<file path="src/rtl/pced_pkg.sv">
`timescale 1ns / 1ps
// ----------------------------------------------------------------------------
// Percent codec package
// Shared constants, the job record passed from front end to back end, and
// the character classification helpers.
// ----------------------------------------------------------------------------
package pced_pkg;

   localparam logic [7:0] PCT_CHAR   = 8'd37;
   localparam logic [7:0] DIGIT_LO   = 8'd48;
   localparam logic [7:0] DIGIT_HI   = 8'd57;
   localparam logic [7:0] UPPER_LO   = 8'd65;
   localparam logic [7:0] UPPER_HI   = 8'd90;
   localparam logic [7:0] LOWER_LO   = 8'd97;
   localparam logic [7:0] LOWER_HI   = 8'd122;
   localparam logic [7:0] UPPER_F    = 8'd70;
   localparam logic [7:0] LOWER_F    = 8'd102;
   localparam logic [7:0] TILDE_CHAR = 8'd126;
   localparam logic [7:0] DASH_CHAR  = 8'd45;
   localparam logic [7:0] UNDER_CHAR = 8'd95;
   localparam logic [7:0] DOT_CHAR   = 8'd46;

   localparam logic DIR_ENCODE = 1'b0;
   localparam logic DIR_DECODE = 1'b1;

   localparam logic [1:0] HELD_NONE  = 2'd0;
   localparam logic [1:0] HELD_PCT   = 2'd1;
   localparam logic [1:0] HELD_DIGIT = 2'd2;

   localparam int JOB_BYTES = 3;

   typedef struct packed {
      logic [JOB_BYTES-1:0][7:0] bytes;
      logic [1:0]                cnt;
      logic                      last;
   } job_type;

   function automatic logic is_unreserved(input logic [7:0] b);
      return (b >= DIGIT_LO && b <= DIGIT_HI) || (b >= UPPER_LO && b <= UPPER_HI) ||
             (b >= LOWER_LO && b <= LOWER_HI) || b == TILDE_CHAR || b == DASH_CHAR ||
             b == UNDER_CHAR || b == DOT_CHAR;
   endfunction

   function automatic logic is_hex(input logic [7:0] b);
      return (b >= DIGIT_LO && b <= DIGIT_HI) || (b >= UPPER_LO && b <= UPPER_F) ||
             (b >= LOWER_LO && b <= LOWER_F);
   endfunction

   function automatic logic [3:0] hex_value(input logic [7:0] b);
      logic [7:0] v;
      if (b >= DIGIT_LO && b <= DIGIT_HI) begin
         v = b - DIGIT_LO;
      end else if (b >= UPPER_LO && b <= UPPER_F) begin
         v = b - 8'd55;
      end else begin
         v = b - 8'd87;
      end
      return v[3:0];
   endfunction

   function automatic logic [7:0] hex_char(input logic [3:0] nib);
      return (nib <= 4'd9) ? ({4'd0, nib} + DIGIT_LO) : ({4'd0, nib} + 8'd55);
   endfunction

endpackage

</file>
<file path="src/rtl/pced_front.sv">
`timescale 1ns / 1ps
// ----------------------------------------------------------------------------
// Percent codec front end
// Accepts requests, classifies each byte, tracks a pending escape and builds
// a job of up to three output bytes.
// ----------------------------------------------------------------------------
module pced_front (
   input  logic              clock,
   input  logic              reset,
   input  logic              csr_wr_en,
   input  logic              csr_wr_data,
   input  logic              req_tvalid,
   output logic              req_tready,
   input  logic [7:0]        req_tdata,
   input  logic              req_tlast,
   input  logic              job_full,
   output logic              job_push,
   output pced_pkg::job_type job_out
);

   logic       direction_ff, direction_in;
   logic [1:0] held_ff, held_in;
   logic [7:0] digit_ff, digit_in;
   logic       accept;

   pced_pkg::job_type job;
   logic [1:0]        n;
   logic [1:0]        held_nx;

   assign req_tready = !job_full;
   assign accept     = req_tvalid && req_tready;

   always_comb begin
      job       = '0;
      n         = 2'd0;
      held_nx   = held_ff;
      digit_in  = digit_ff;
      if (direction_ff == pced_pkg::DIR_ENCODE) begin
         held_nx = pced_pkg::HELD_NONE;
         if (pced_pkg::is_unreserved(req_tdata)) begin
            job.bytes[0] = req_tdata;
            n = 2'd1;
         end else begin
            job.bytes[0] = pced_pkg::PCT_CHAR;
            job.bytes[1] = pced_pkg::hex_char(req_tdata[7:4]);
            job.bytes[2] = pced_pkg::hex_char(req_tdata[3:0]);
            n = 2'd3;
         end
      end else begin
         unique case (held_ff)
            pced_pkg::HELD_PCT: begin
               if (pced_pkg::is_hex(req_tdata)) begin
                  digit_in = req_tdata;
                  held_nx  = pced_pkg::HELD_DIGIT;
               end else begin
                  job.bytes[0] = pced_pkg::PCT_CHAR;
                  n = 2'd1;
                  if (req_tdata == pced_pkg::PCT_CHAR) begin
                     held_nx = pced_pkg::HELD_PCT;
                  end else begin
                     held_nx = pced_pkg::HELD_NONE;
                     job.bytes[1] = req_tdata;
                     n = 2'd2;
                  end
               end
            end
            pced_pkg::HELD_DIGIT: begin
               if (pced_pkg::is_hex(req_tdata)) begin
                  job.bytes[0] = {pced_pkg::hex_value(digit_ff),
                                  pced_pkg::hex_value(req_tdata)};
                  n = 2'd1;
                  held_nx = pced_pkg::HELD_NONE;
               end else begin
                  job.bytes[0] = pced_pkg::PCT_CHAR;
                  job.bytes[1] = digit_ff;
                  n = 2'd2;
                  if (req_tdata == pced_pkg::PCT_CHAR) begin
                     held_nx = pced_pkg::HELD_PCT;
                  end else begin
                     held_nx = pced_pkg::HELD_NONE;
                     job.bytes[2] = req_tdata;
                     n = 2'd3;
                  end
               end
            end
            default: begin
               if (req_tdata == pced_pkg::PCT_CHAR) begin
                  held_nx = pced_pkg::HELD_PCT;
               end else begin
                  held_nx = pced_pkg::HELD_NONE;
                  job.bytes[0] = req_tdata;
                  n = 2'd1;
               end
            end
         endcase
         if (req_tlast) begin
            if (held_nx != pced_pkg::HELD_NONE && n != 2'd3) begin
               job.bytes[n] = pced_pkg::PCT_CHAR;
               n = n + 2'd1;
            end
            if (held_nx == pced_pkg::HELD_DIGIT && n != 2'd3) begin
               job.bytes[n] = digit_in;
               n = n + 2'd1;
            end
            held_nx = pced_pkg::HELD_NONE;
         end
      end
      job.cnt  = n;
      job.last = req_tlast;
   end

   assign job_out  = job;
   assign job_push = accept && (n != 2'd0);

   always_comb begin
      direction_in = direction_ff;
      held_in      = held_ff;
      if (csr_wr_en) begin
         direction_in = csr_wr_data;
         held_in      = pced_pkg::HELD_NONE;
      end else if (accept) begin
         held_in = held_nx;
      end
   end

   always_ff @(posedge clock) begin
      if (reset) begin
         direction_ff <= pced_pkg::DIR_ENCODE;
         held_ff      <= pced_pkg::HELD_NONE;
         digit_ff     <= 8'd0;
      end else begin
         direction_ff <= direction_in;
         held_ff      <= held_in;
         if (accept && !csr_wr_en) begin
            digit_ff <= digit_in;
         end
      end
   end

endmodule

</file>
<file path="src/rtl/pced_queue.sv">
`timescale 1ns / 1ps
// ----------------------------------------------------------------------------
// Percent codec job queue
// Two-entry queue of jobs between the front end and the back end.
// ----------------------------------------------------------------------------
module pced_queue (
   input  logic              clock,
   input  logic              reset,
   input  logic              push,
   input  pced_pkg::job_type push_job,
   output logic              full,
   input  logic              pop,
   output logic              head_valid,
   output pced_pkg::job_type head_job
);

   pced_pkg::job_type entry_ff [2];
   logic       wr_ptr_ff, wr_ptr_in;
   logic       rd_ptr_ff, rd_ptr_in;
   logic [1:0] count_ff, count_in;
   logic       do_pop;

   assign full       = (count_ff == 2'd2);
   assign head_valid = (count_ff != 2'd0);
   assign head_job   = entry_ff[rd_ptr_ff];
   assign do_pop     = pop && head_valid;

   always_comb begin
      wr_ptr_in = push ? !wr_ptr_ff : wr_ptr_ff;
      rd_ptr_in = do_pop ? !rd_ptr_ff : rd_ptr_ff;
      count_in  = count_ff;
      if (push && !do_pop) begin
         count_in = count_ff + 2'd1;
      end else if (do_pop && !push) begin
         count_in = count_ff - 2'd1;
      end
   end

   always_ff @(posedge clock) begin
      if (push) begin
         entry_ff[wr_ptr_ff] <= push_job;
      end
   end

   always_ff @(posedge clock) begin
      if (reset) begin
         wr_ptr_ff <= 1'b0;
         rd_ptr_ff <= 1'b0;
         count_ff  <= 2'd0;
      end else begin
         wr_ptr_ff <= wr_ptr_in;
         rd_ptr_ff <= rd_ptr_in;
         count_ff  <= count_in;
      end
   end

endmodule

</file>
<file path="src/rtl/pced_back.sv">
`timescale 1ns / 1ps
// ----------------------------------------------------------------------------
// Percent codec back end
// Takes jobs from the queue and sends their bytes one at a time through a
// registered output stage.
// ----------------------------------------------------------------------------
module pced_back (
   input  logic              clock,
   input  logic              reset,
   input  logic              head_valid,
   input  pced_pkg::job_type head_job,
   output logic              pop,
   output logic              rsp_tvalid,
   input  logic              rsp_tready,
   output logic [7:0]        rsp_tdata,
   output logic              rsp_tlast,
   output logic              rsp_tuser
);

   pced_pkg::job_type job_ff, job_in;
   logic       busy_ff, busy_in;
   logic [1:0] pos_ff, pos_in;
   logic       valid_ff, valid_in;
   logic [7:0] data_ff, data_in;
   logic       tlast_ff, tlast_in;
   logic       tuser_ff, tuser_in;
   logic       out_free;
   logic       final_byte;

   assign out_free   = !valid_ff || rsp_tready;
   assign final_byte = (pos_ff == job_ff.cnt - 2'd1);
   assign pop        = head_valid && (!busy_ff || (out_free && final_byte));

   always_comb begin
      job_in   = job_ff;
      busy_in  = busy_ff;
      pos_in   = pos_ff;
      valid_in = valid_ff && !rsp_tready;
      data_in  = data_ff;
      tlast_in = tlast_ff;
      tuser_in = tuser_ff;
      if (busy_ff && out_free) begin
         valid_in = 1'b1;
         data_in  = job_ff.bytes[pos_ff];
         tlast_in = final_byte;
         tuser_in = final_byte && job_ff.last;
         pos_in   = pos_ff + 2'd1;
         if (final_byte) begin
            busy_in = 1'b0;
         end
      end
      if (pop) begin
         job_in  = head_job;
         busy_in = 1'b1;
         pos_in  = 2'd0;
      end
   end

   always_ff @(posedge clock) begin
      job_ff   <= job_in;
      pos_ff   <= pos_in;
      data_ff  <= data_in;
      tlast_ff <= tlast_in;
      tuser_ff <= tuser_in;
   end

   always_ff @(posedge clock) begin
      if (reset) begin
         busy_ff  <= 1'b0;
         valid_ff <= 1'b0;
      end else begin
         busy_ff  <= busy_in;
         valid_ff <= valid_in;
      end
   end

   assign rsp_tvalid = valid_ff;
   assign rsp_tdata  = data_ff;
   assign rsp_tlast  = tlast_ff;
   assign rsp_tuser  = tuser_ff;

endmodule

</file>
<file path="src/rtl/percent_encode_decode_core.sv">
`timescale 1ns / 1ps
// ----------------------------------------------------------------------------
// Percent codec core
// URL percent encoder and decoder for a byte stream.
// ----------------------------------------------------------------------------
// The block takes one request per clock while the job queue has room and
// sends one result byte per clock while the output is not stalled. A request
// that expands to two or three bytes holds the output port until all of them
// are sent, since the output register moves a single byte per cycle, and a
// two-entry job queue between the classifier and the output sequencer absorbs
// the difference. The user must set the direction through csr_wr_en and
// csr_wr_data only while the stream is idle; the block does not enforce this.
// A write also drops any partly received escape. rsp_tlast marks the last byte
// caused by a request and rsp_tuser the final byte of a string.
module percent_encode_decode_core (
   input  logic       clock,
   input  logic       reset,
   input  logic       csr_wr_en,
   input  logic       csr_wr_data,   // direction: 0 encode, 1 decode
   input  logic       req_tvalid,
   output logic       req_tready,
   input  logic [7:0] req_tdata,     // [7:0] in_byte
   input  logic       req_tlast,     // in_last
   output logic       rsp_tvalid,
   input  logic       rsp_tready,
   output logic [7:0] rsp_tdata,     // [7:0] out_byte
   output logic       rsp_tlast,     // run_last
   output logic       rsp_tuser      // [0] string_end
);

   pced_pkg::job_type push_job;
   pced_pkg::job_type head_job;
   logic              job_push;
   logic              job_full;
   logic              job_pop;
   logic              head_valid;

   pced_front u_front (
      .clock       (clock),
      .reset       (reset),
      .csr_wr_en   (csr_wr_en),
      .csr_wr_data (csr_wr_data),
      .req_tvalid  (req_tvalid),
      .req_tready  (req_tready),
      .req_tdata   (req_tdata),
      .req_tlast   (req_tlast),
      .job_full    (job_full),
      .job_push    (job_push),
      .job_out     (push_job)
   );

   pced_queue u_queue (
      .clock      (clock),
      .reset      (reset),
      .push       (job_push),
      .push_job   (push_job),
      .full       (job_full),
      .pop        (job_pop),
      .head_valid (head_valid),
      .head_job   (head_job)
   );

   pced_back u_back (
      .clock      (clock),
      .reset      (reset),
      .head_valid (head_valid),
      .head_job   (head_job),
      .pop        (job_pop),
      .rsp_tvalid (rsp_tvalid),
      .rsp_tready (rsp_tready),
      .rsp_tdata  (rsp_tdata),
      .rsp_tlast  (rsp_tlast),
      .rsp_tuser  (rsp_tuser)
   );

endmodule

</file>
<file path="config.mk">
export PLATFORM = sky130hd
export DESIGN_NAME = percent_encode_decode_core
export DESIGN_NICKNAME = d
export VERILOG_FILES = /design/src/rtl/pced_pkg.sv /design/src/rtl/pced_front.sv /design/src/rtl/pced_queue.sv /design/src/rtl/pced_back.sv /design/src/rtl/percent_encode_decode_core.sv
export SDC_FILE = /design/constraint.sdc
export NUM_CORES = 1
export LEC_CHECK = 0
export BUFFER_PORTS_ARGS = -buffer_cell sky130_fd_sc_hd__buf_2
export CAP_MARGIN = 20
export CORE_ASPECT_RATIO = 0.75
export CORE_UTILIZATION = 35
export CTS_CLUSTER_SIZE = 16
export DETAILED_ROUTE_END_ITERATION = 8
export GPL_ROUTABILITY_DRIVEN = 0
export MAX_ROUTING_LAYER = met4
export PLACE_DENSITY_LB_ADDON = 0.2
export SLEW_MARGIN = 10
export SYNTH_ARGS = -nofsm -noshare
export SYNTH_HDL_FRONTEND = slang
export SYNTH_HIERARCHICAL = 1
export SYNTH_SLANG_ARGS = --single-unit
</file>
<file path="constraint.sdc">
create_clock -name clock -period 17.93 [get_ports clock]
set_input_delay 3.586 -clock clock [delete_from_list [all_inputs] [get_ports clock]]
set_output_delay 3.586 -clock clock [all_outputs]
set_load 0.1 [all_outputs]
</file>
==> results of run 1 <==
registers in the layout, indices dropped and copies added (netlist names), named ones only:
name                  count
u_back/rsp_tvalid         1
u_front/digit_ff          8
u_back/rsp_tuser          1
u_back/rsp_tdata          8
u_queue/count_ff          2
u_back/rsp_tlast          1
u_front/direction_ff      1
u_back/busy_ff            1
u_back/pos_ff             2
u_back/job_ff            27
u_queue/wr_ptr_ff         1
u_queue/entry_ff         54
u_front/held_ff           2
u_queue/rd_ptr_ff         1
layer usage:
| layer | vias up | track usage [%] | part of all wire [%] |
|---|---|---|---|
| met5 | - | - | 0 |
| met1 | 2047 | 24.84 | 50 |
| li1 | 1983 | - | - |
| met4 | 0 | 5.646 | 1.8 |
| met3 | 20 | 3.558 | 6.6 |
| met2 | 170 | 25.04 | 42 |
logic make-up after synthesis:
kind of cell / Yosys count / share of synthesized area, %
xor gates and xnor gates: 12 / 1.903
buffers and inverters: 50 / 3.574
DFF: 111 / 52.95
adders and majority gates: 23 / 4.864
AOI/OAI and AO/OA: 121 / 14.84
muxes: 47 / 8.585
and+or+nand+nor: 160 / 13.28
power by group:
| part | leakage, nW | internal [mW] | switching (mW) |
|---|---|---|---|
| logic | 1.22 | 0.0792 | 0.179 |
| registers | 1.01 | 0.374 | 0.0234 |
| clock network | 0.133 | 0.0992 | 0.0869 |
how the worst max path moves through the flow:
stage / endpoint
after floorplan: u_queue/entry_ff[0][0]$_DFFE_PP_
after global placement: u_queue/entry_ff[0][24]$_DFFE_PP_
after detailed placement: u_queue/entry_ff[0][18]$_DFFE_PP_
after CTS: u_queue/entry_ff[0][16]$_DFFE_PP_
after global routing: u_queue/entry_ff[0][20]$_DFFE_PP_
final: u_queue/entry_ff[0][20]$_DFFE_PP_
area by class of cell:
type	count	area (sq um)	share of cell area (%)
repair buffers	32	175.2	2.688
well taps	210	262.8	4.031
multi-input cells	363	2579	39.57
clock inverters	4	31.28	0.4799
clock buffers	12	246.5	3.782
flip-flops and latches	111	3133	48.07
inverters	24	90.09	1.382
worst reg2reg max path: cells and delay by family (launching register included):
kind            cells  cell delay (ps)
simple gates        5             1120
fa+ha+maj           3             1060
compound gates      4             1060
buf+inv             4              810
flops               1              360
cells in the final DEF, fill, tap and decap left out, types with 5 or more instances in the layout:
cell type | synthesis | final
a21oi_1 | 20 | 19
a31oi_1 | 6 | 6
a32oi_1 | 6 | 6
buf_2 | 4 | 26
buf_4 | 3 | 6
clkbuf_16 | 0 | 9
dfxtp_1 | 20 | 20
edfxtp_1 | 91 | 91
ha_1 | 23 | 23
inv_1 | 24 | 24
mux2_2 | 27 | 27
mux2i_1 | 19 | 19
nand2_1 | 43 | 43
nand2b_1 | 5 | 5
nand3_1 | 9 | 9
nor2_1 | 50 | 50
nor2b_1 | 10 | 9
nor3_1 | 8 | 8
o21ai_0 | 28 | 28
o221ai_1 | 5 | 5
xnor2_1 | 6 | 6
xor2_1 | 5 | 5
stage by stage:
| step | instance area (sq um) | utilization, % | instances | worst slack (ps) | total power, mW |
|---|---|---|---|---|---|
| floorplan | 5917 | - | 524 | 8730 | 0.6029 |
| global placement | 6240 | 38.36 | 740 | 8896 | 0.6592 |
| detailed placement | 6240 | 38.36 | 740 | 8666 | 0.6635 |
| CTS | 6518 | 40.07 | 756 | 9015 | 0.8494 |
| global route | 6518 | 40.07 | 756 | 8424 | 0.8844 |
| finish | 6518 | 40.07 | 756 | 8938 | 0.8419 |
==> impl_metrics.ini, run 1 <==
[hold_path]
hp-class = reg2reg
worstHoldStart = u_queue/count_ff[1]$_SDFFE_PP0P_
worstHoldEndpoint = u_queue/count_ff[1]$_SDFFE_PP0P_
hold_depth = 2

[placed_design]
portBuffers = 26
dp_hpwl_um = 10190

[cts]
root_buffer = clkbuf_16
clk_pin_slew_ps = 60
clock-sinks = 111
clockBufferDepth = 2
insertion_delay_ps = 340
post_cts_resized = 0
hold_buffers = 0
htreeDepth = 3
cts_tree = yes
cts-buffers-inserted = 9
cts_setup_buffers = 0

[setup_path]
worstPathRequired_ps = 17930
max_stage_delay_ps = 750
arrival_ps = 9000
crit_chain = buf_2, inv_1, ha_1, or4b_4, a311oi_2, a21oi_1, nor2_1, a21oi_1, o32ai_2, inv_1, ha_1, inv_1, a221o_1, or3_1, nand2_1, ha_1, o21ai_0, o221ai_1, a31oi_1, nor2b_2, buf_4
path_buf_inv = 5
reg2reg_to = u_queue/entry_ff[0][20]$_DFFE_PP_
rr_worst_depth = 16
path_delay_family = compound AO/OA/AOI/OAI gates
cp_slowest_cell = nor2_1
criticalPathCategory = in2reg
timing.rr.start = u_front/held_ff[0]$_SDFFE_PP0P_
worst_setup_path_start_kind = input port
cp_num_cells = 21
cp-end-kind = flop
cp-startpoint = req_tdata[1]
r2r_slack_ps = 13160
path_max_fanout = 27

[final_layout]
finalNetCount = 579
fillers = 1524
antenna-diode-count = 0
syn2layout_area_growth_pct = 10.15
drive_gt1_share_pct = 17.58

[yosys]
yosys_warnings = 6
synth_seq_area_share_pct = 52.95
synth-seq-cells = 111
synthTopCellsByArea = edfxtp_1 46%, dfxtp_1 6.8%, mux2_2 5.1%
syn_nets = 562
synth_edf_count = 91
synth_area_sq_mm = 0.005917
async_reset_ff_share_pct = 0
avgSynthCellArea_sq_um = 11.29
yosysTopAreaCell = edfxtp_1
synthDominantCellAreaShare_pct = 46.18
ys.flop_type = edfxtp_1
netlist_instances = 524
yosysMostFrequentCell = edfxtp_1
yosys-top-cells-count = 91 x edfxtp_1, 50 x nor2_1, 43 x nand2_1
ys_types = 75

[timing]
min_period_ps = 8992
tightest_slew_ps = 940.6
setup_viol = 0
max_freq_mhz = 111.2
maxSlewHeadroom_pct = 37.06
hold_viol = 0
fin_worst_skew_ps = 6.572
period_share_pct = 50.15
rsz0062_at_grt = no
fin_setup_tns_ps = 0
whs_ps = 515.3
slew_viol_final = 0

[status]
status = finished, violations left
violations = DRC

[pwr]
leakage_nw = 2.367
vdd_drop_max_uv = 60.94
power_density_mw_per_mm2 = 129.2

[floorplan]
die_x_um = 152.1
die_h_um = 114.6
initial_core_util_pct = 36.38
dieArea_sq_mm = 0.01743
row_count = 40
coreArea_sq_mm = 0.01627
pin_count = 27

[grt]
antenna_found_initial = 0
grt_max_degree = 29
grt_pass1_wl_um = 22690
grt.overflow.total = 0
grt.total_usage_pct = 17.57
grt_pass1_vias = 3998

[job]
max_cap_viol_count = 0

[drt]
viasPerCell = 5.582
wl_per_cell_um = 18.73
drcViolationCount = 3
ant_nets = 0
dr.pass1.iters = 9
drt_iter0_markers = 455
routed_wl_um = 14160
vias = 4220
(Power assumes the default switching activity.)
==> run 2: changes to the inputs <==
Settings changed: ABC_AREA set to 1.
Clock period 17.93 ns to 8.7 ns, I/O delays scaled along.
==> run 2 against run 1 <==
Effect of this change: the flow now finishes without violations; core utilization increased by 0.11 points; total power up 130%; non-clock buffer count fell by 2; routed wire length down 0.57%; via count grew 5.3%; first-iteration DRC count decreased by 10%; area after synthesis up 4.5%; flip-flop and latch count unchanged; clock power rose to 2.6 times the previous value; critical path depth grew 4; die area up 4.5%; clock skew up 9.0 ps; critical path type unchanged; largest power group unchanged; highest routed layer unchanged.
==> impl_metrics.ini, run 2 <==
[status]
status = complete, no violations

[timing]
min_period_ps = 5506
fin_worst_skew_ps = 15.62
max_freq_mhz = 181.6
fin_ws_ps = 3194
slew_viol_final = 0
tightest_slew_ps = 618.7
maxSlewHeadroom_pct = 58.69
rsz0062_at_grt = no
setup_viol = 0
whs_ps = 486.5
hold_viol = 0
fin_setup_tns_ps = 0
period_share_pct = 63.29

[cts]
clockBufferDepth = 2
cts_tree = yes
cts_setup_buffers = 0
insertion_delay_ps = 360
clock-sinks = 111
post_cts_resized = 0
htreeDepth = 3
hold_buffers = 0
root_buffer = clkbuf_16
clk_pin_slew_ps = 70
cts-buffers-inserted = 9

[yosys]
synthDominantCellAreaShare_pct = 44.18
yosysMostFrequentCell = nand2_1
ys_types = 50
synth_edf_count = 91
synth_area_sq_mm = 0.006185
synthTopCellsByArea = edfxtp_1 44%, dfxtp_1 6.5%, nand2_1 6.1%
synth-seq-cells = 111
yosysTopAreaCell = edfxtp_1
syn_nets = 652
avgSynthCellArea_sq_um = 10.07
synth_seq_area_share_pct = 50.66
yosys-top-cells-count = 101 x nand2_1, 91 x edfxtp_1, 56 x inv_1
async_reset_ff_share_pct = 0
netlist_instances = 614
ys.flop_type = edfxtp_1
yosys_warnings = 6

[final_layout]
fin_cells = 875
final_area_sq_mm = 0.006843
drive_gt1_share_pct = 20.34
top_regs = u_queue/entry_ff (54), u_back/job_ff (27)
final_cell_mix = 101 x nand2_1, 91 x edfxtp_1, 56 x inv_1, 50 x nor2_1, 50 x o21ai_0
final_common_cell = nand2_1
antenna-diode-count = 0
syn2layout_area_growth_pct = 10.64
finalCoreUtilization_pct = 40.18
largest_register_ffs = 54
regMostFlops = u_queue/entry_ff
finalNetCount = 672

[placed_design]
portBuffers = 26
dpl_cell_area_sq_mm = 0.006457
dp_cells = 858
dp_hpwl_um = 10510
place_ws_ps = 2453

[grt]
grt_max_degree = 31
grt_pass1_wl_um = 22230
antenna_found_initial = 0
grt.total_usage_pct = 16.69
grt.overflow.total = 0
grt_pass1_vias = 4097

[drt]
dr.pass1.iters = 5
routed_wl_um = 14080
vias = 4445
drt_iter0_markers = 408
wl_per_cell_um = 16.09
drcViolationCount = 0
viasPerCell = 5.080
ant_nets = 0

[floorplan]
die_x_um = 155.5
die_h_um = 117.1
coreArea_sq_mm = 0.01703
dieArea_sq_mm = 0.01821
initial_core_util_pct = 36.31
row_count = 41
pin_count = 27

[setup_path]
worstPathRequired_ps = 8760
criticalPathCategory = in2reg
arrival_ps = 5560
cp-end-kind = flop
path_max_fanout = 21
reg2reg_to = u_queue/entry_ff[1][25]$_DFFE_PP_
timing.rr.start = u_front/held_ff[0]$_SDFFE_PP0P_
rr_worst_depth = 21
r2r_slack_ps = 4620
worst_setup_path_start_kind = input port

[pwr]
p_sw_uw = 698.8
p_seq_share_pct = 43.0
comb_power_share_pct = 31.9
swShare_pct = 36.08
p_int_mw = 1.238
total_power_mw = 1.937
power_density_mw_per_mm2 = 283.0
leakage_nw = 2.652
vdd_drop_max_uv = 145.4
p_clk_share_pct = 25.1

[hold_path]
worstHoldEndpoint = u_front/held_ff[0]$_SDFFE_PP0P_
hp-class = reg2reg
worstHoldStart = u_front/held_ff[0]$_SDFFE_PP0P_
hold_depth = 2

[job]
max_cap_viol_count = 0
-- run 2: kinds of logic after synthesis --
family          Yosys count  synth area share [%]
compound gates          119                 11.33
xor+xnor                  6                0.8497
fa+ha+maj                23                 4.653
buf+inv                  93                 7.465
flops                   111                 50.66
mux                      27                 6.130
simple gates            235                 18.92
-- run 2: worst max path at each step --
stage	startpoint	to	depth (start not counted)
after global routing	req_tdata[4]	u_queue/entry_ff[1][25]$_DFFE_PP_	24
after global placement	req_tdata[4]	u_queue/entry_ff[1][14]$_DFFE_PP_	23
after CTS	req_tdata[4]	u_queue/entry_ff[1][11]$_DFFE_PP_	24
final	req_tdata[4]	u_queue/entry_ff[1][25]$_DFFE_PP_	25
after floorplan	req_tdata[5]	u_queue/entry_ff[0][0]$_DFFE_PP_	24
after detailed placement	req_tdata[4]	u_queue/entry_ff[1][22]$_DFFE_PP_	24
-- run 2: cell type report --
type	instances	area, sq um
clock inverter	7	132.6
sequential	111	3133
inverter	72	280.3
multi-input combinational	410	2596
fill	1695	10190
timing repair buffer	30	180.2
tap	236	295.3
clock buffer	9	225.2
-- run 2: layer usage --
metal | up-vias | GRT usage, % | share of wire (%)
met2 | 195 | 23.53 | 41
met4 | 0 | 5.163 | 1.9
met3 | 29 | 4.381 | 8.1
li1 | 2173 | - | -
met1 | 2048 | 23.29 | 49
met5 | - | - | 0
-- run 2: critical path, stage by stage --
cell and delay [ps]:
buf_2 170, inv_1 240, ha_1 200, inv_1 60
nor2_1 130, nand2_1 130, nor3_4 430, nor2_1 110
inv_1 140, nand3_1 180, ha_1 240, inv_1 150
nand2_4 100, nand2_1 90, nand2_1 80, inv_1 80
ha_1 220, nand2_1 70, nand2_1 50, inv_1 70
a21oi_2 70, a21oi_2 200, nand2_1 70, inv_1 300
buf_16 220
-- run 2: power groups by stage --
stage	combinational (mW)	clock [mW]	sequential, mW
6_report	0.618	0.486	0.832
5_1_grt	0.671	0.520	0.846
4_1_cts	0.617	0.502	0.835
3_5_place_dp	0.616	0	0.847
3_3_place_gp	0.612	0	0.842
2_1_floorplan	0.369	0	0.985
==> run 3: changes to the inputs <==
Clock period 8.7 ns to 4.6 ns, I/O delays scaled along.
==> run 3 against run 2 <==
Effect of this change: clock skew shrank 5.0 ps; clock power grew 58%; die area is the same.
==> impl_metrics.ini, run 3 (same netlist as run 2, synthesis figures left out) <==
[floorplan]
coreArea_sq_mm = 0.01703
die_x_um = 155.5
pin_count = 27
dieArea_sq_mm = 0.01821
initial_core_util_pct = 36.31
row_count = 41
die_h_um = 117.1

[drt]
routed_wl_um = 14190
dr.pass1.iters = 5
viasPerCell = 5.060
drt_iter0_markers = 308
ant_nets = 0
wl_per_cell_um = 15.98
drcViolationCount = 0
vias = 4493

[cts]
hold_buffers = 0
cts_setup_buffers = 0
clockBufferDepth = 2
cts_tree = yes
root_buffer = clkbuf_16
cts-buffers-inserted = 9
htreeDepth = 3
insertion_delay_ps = 350
post_cts_resized = 0
clk_pin_slew_ps = 70
clock-sinks = 111

[timing]
fin_setup_tns_ps = 0
hold_viol = 0
min_period_ps = 4163
maxSlewHeadroom_pct = 59.35
setup_viol = 0
slew_viol_final = 0
fin_worst_skew_ps = 10.66
fin_ws_ps = 437.5
max_freq_mhz = 240.2
rsz0062_at_grt = no
tightest_slew_ps = 609.0
period_share_pct = 90.49

[setup_path]
criticalPathCategory = in2reg
rr_worst_depth = 21
path_max_fanout = 27
arrival_ps = 4210
worstPathRequired_ps = 4650
cp-end-kind = flop
worst_setup_path_start_kind = input port

[final_layout]
finalNetCount = 685
regMostFlops = u_queue/entry_ff
antenna-diode-count = 0
final_cell_mix = 101 x nand2_1, 91 x edfxtp_1, 56 x inv_1, 50 x nor2_1, 50 x o21ai_0
syn2layout_area_growth_pct = 11.57
fillers = 1661
drive_gt1_share_pct = 21.93
final_area_sq_mm = 0.006900
final_common_cell = nand2_1
largest_register_ffs = 54
top_regs = u_queue/entry_ff (54), u_back/job_ff (27)

[hold_path]
hold_depth = 2
hp-class = reg2reg

[grt]
antenna_found_initial = 0
grt.overflow.total = 0
grt.total_usage_pct = 17.10
grt_max_degree = 31
grt_pass1_wl_um = 22940
grt_pass1_vias = 4256

[placed_design]
dpl_cell_area_sq_mm = 0.006605
place_ws_ps = 109.4
dp_hpwl_um = 10860
portBuffers = 26

[pwr]
leakage_nw = 2.683
vdd_drop_max_uv = 212.7
power_density_mw_per_mm2 = 511.1

[job]
max_cap_viol_count = 0

[status]
status = complete, no violations
## run 3: cell count changes in the layout (fill, tap and decap cells not counted), sizes merged
cell      previous run  this run
bufinv               3         0
clkinv               2         4
clkinvlp             0         2
inv                 74        73
buf                 30        43
## run 3: report_power, final
group / switching, mW / internal (mW) / total (mW)
Combinational: 0.842 / 0.343 / 1.18
Clock: 0.383 / 0.383 / 0.766
Sequential: 0.106 / 1.47 / 1.58
Total: 1.33 / 2.20 / 3.53
## run 3: worst paths after layout
path	start	endpoint	slack [ps]
worst min-delay path	u_front/held_ff[1]$_SDFFE_PP0P_	u_front/held_ff[1]$_SDFFE_PP0P_	490
worst max register to register	u_front/held_ff[0]$_SDFFE_PP0P_	u_queue/entry_ff[1][11]$_DFFE_PP_	800
worst min register to register	u_front/held_ff[1]$_SDFFE_PP0P_	u_front/held_ff[1]$_SDFFE_PP0P_	490
worst max-delay path	req_tdata[1]	u_queue/entry_ff[1][11]$_DFFE_PP_	440
## run 3: cell type report
| class | instances | area [sq um] | share of cell area (%) |
|---|---|---|---|
| repair buffers | 43 | 295.3 | 4.279 |
| flip-flops and latches | 111 | 3133 | 45.40 |
| inverters | 72 | 280.3 | 4.062 |
| well taps | 236 | 295.3 | 4.279 |
| clock buffers | 9 | 225.2 | 3.264 |
| multi-input cells | 410 | 2601 | 37.70 |
| clock inverters | 7 | 70.07 | 1.015 |
## run 3: routing by layer
metal | GRT usage, % | up-vias | wire length, um
li1 | - | 2207 | -
met1 | 23.53 | 2086 | 7069
met2 | 25.47 | 174 | 5970
met3 | 3.240 | 26 | 879
met4 | 5.425 | 0 | 273
met5 | - | - | 0
## run 3: worst max-delay path: stages
cell and delay, ps:
buf_2 100, inv_2 90, ha_1 230, inv_1 120, nand3_1 120, nand2_1 80, nand2_1 90, nand2_4 140
nand4_4 120, nor2_4 150, inv_2 70, o21ai_2 230, inv_2 90, ha_1 290, nand3_1 100, nand2_1 100
inv_1 60, ha_1 270, nand2_1 70, nand2_1 40, inv_1 60, a21oi_2 60, a21oi_2 200, nand2_1 70
inv_1 120, buf_12 200
## run 3: metrics by stage
| step | instances | hold WS (ps) | utilization (%) | total power, mW |
|---|---|---|---|---|
| 3_5_place_dp | 872 | 482.3 | 38.78 | 2.800 |
| 3_3_place_gp | 872 | 471.9 | 38.78 | 2.782 |
| 2_1_floorplan | 614 | 431.5 | - | 2.563 |
| 5_1_grt | 888 | 526.4 | 40.52 | 3.722 |
| 4_1_cts | 888 | 494.1 | 40.52 | 3.574 |
| 6_report | 888 | 494.4 | 40.52 | 3.526 |
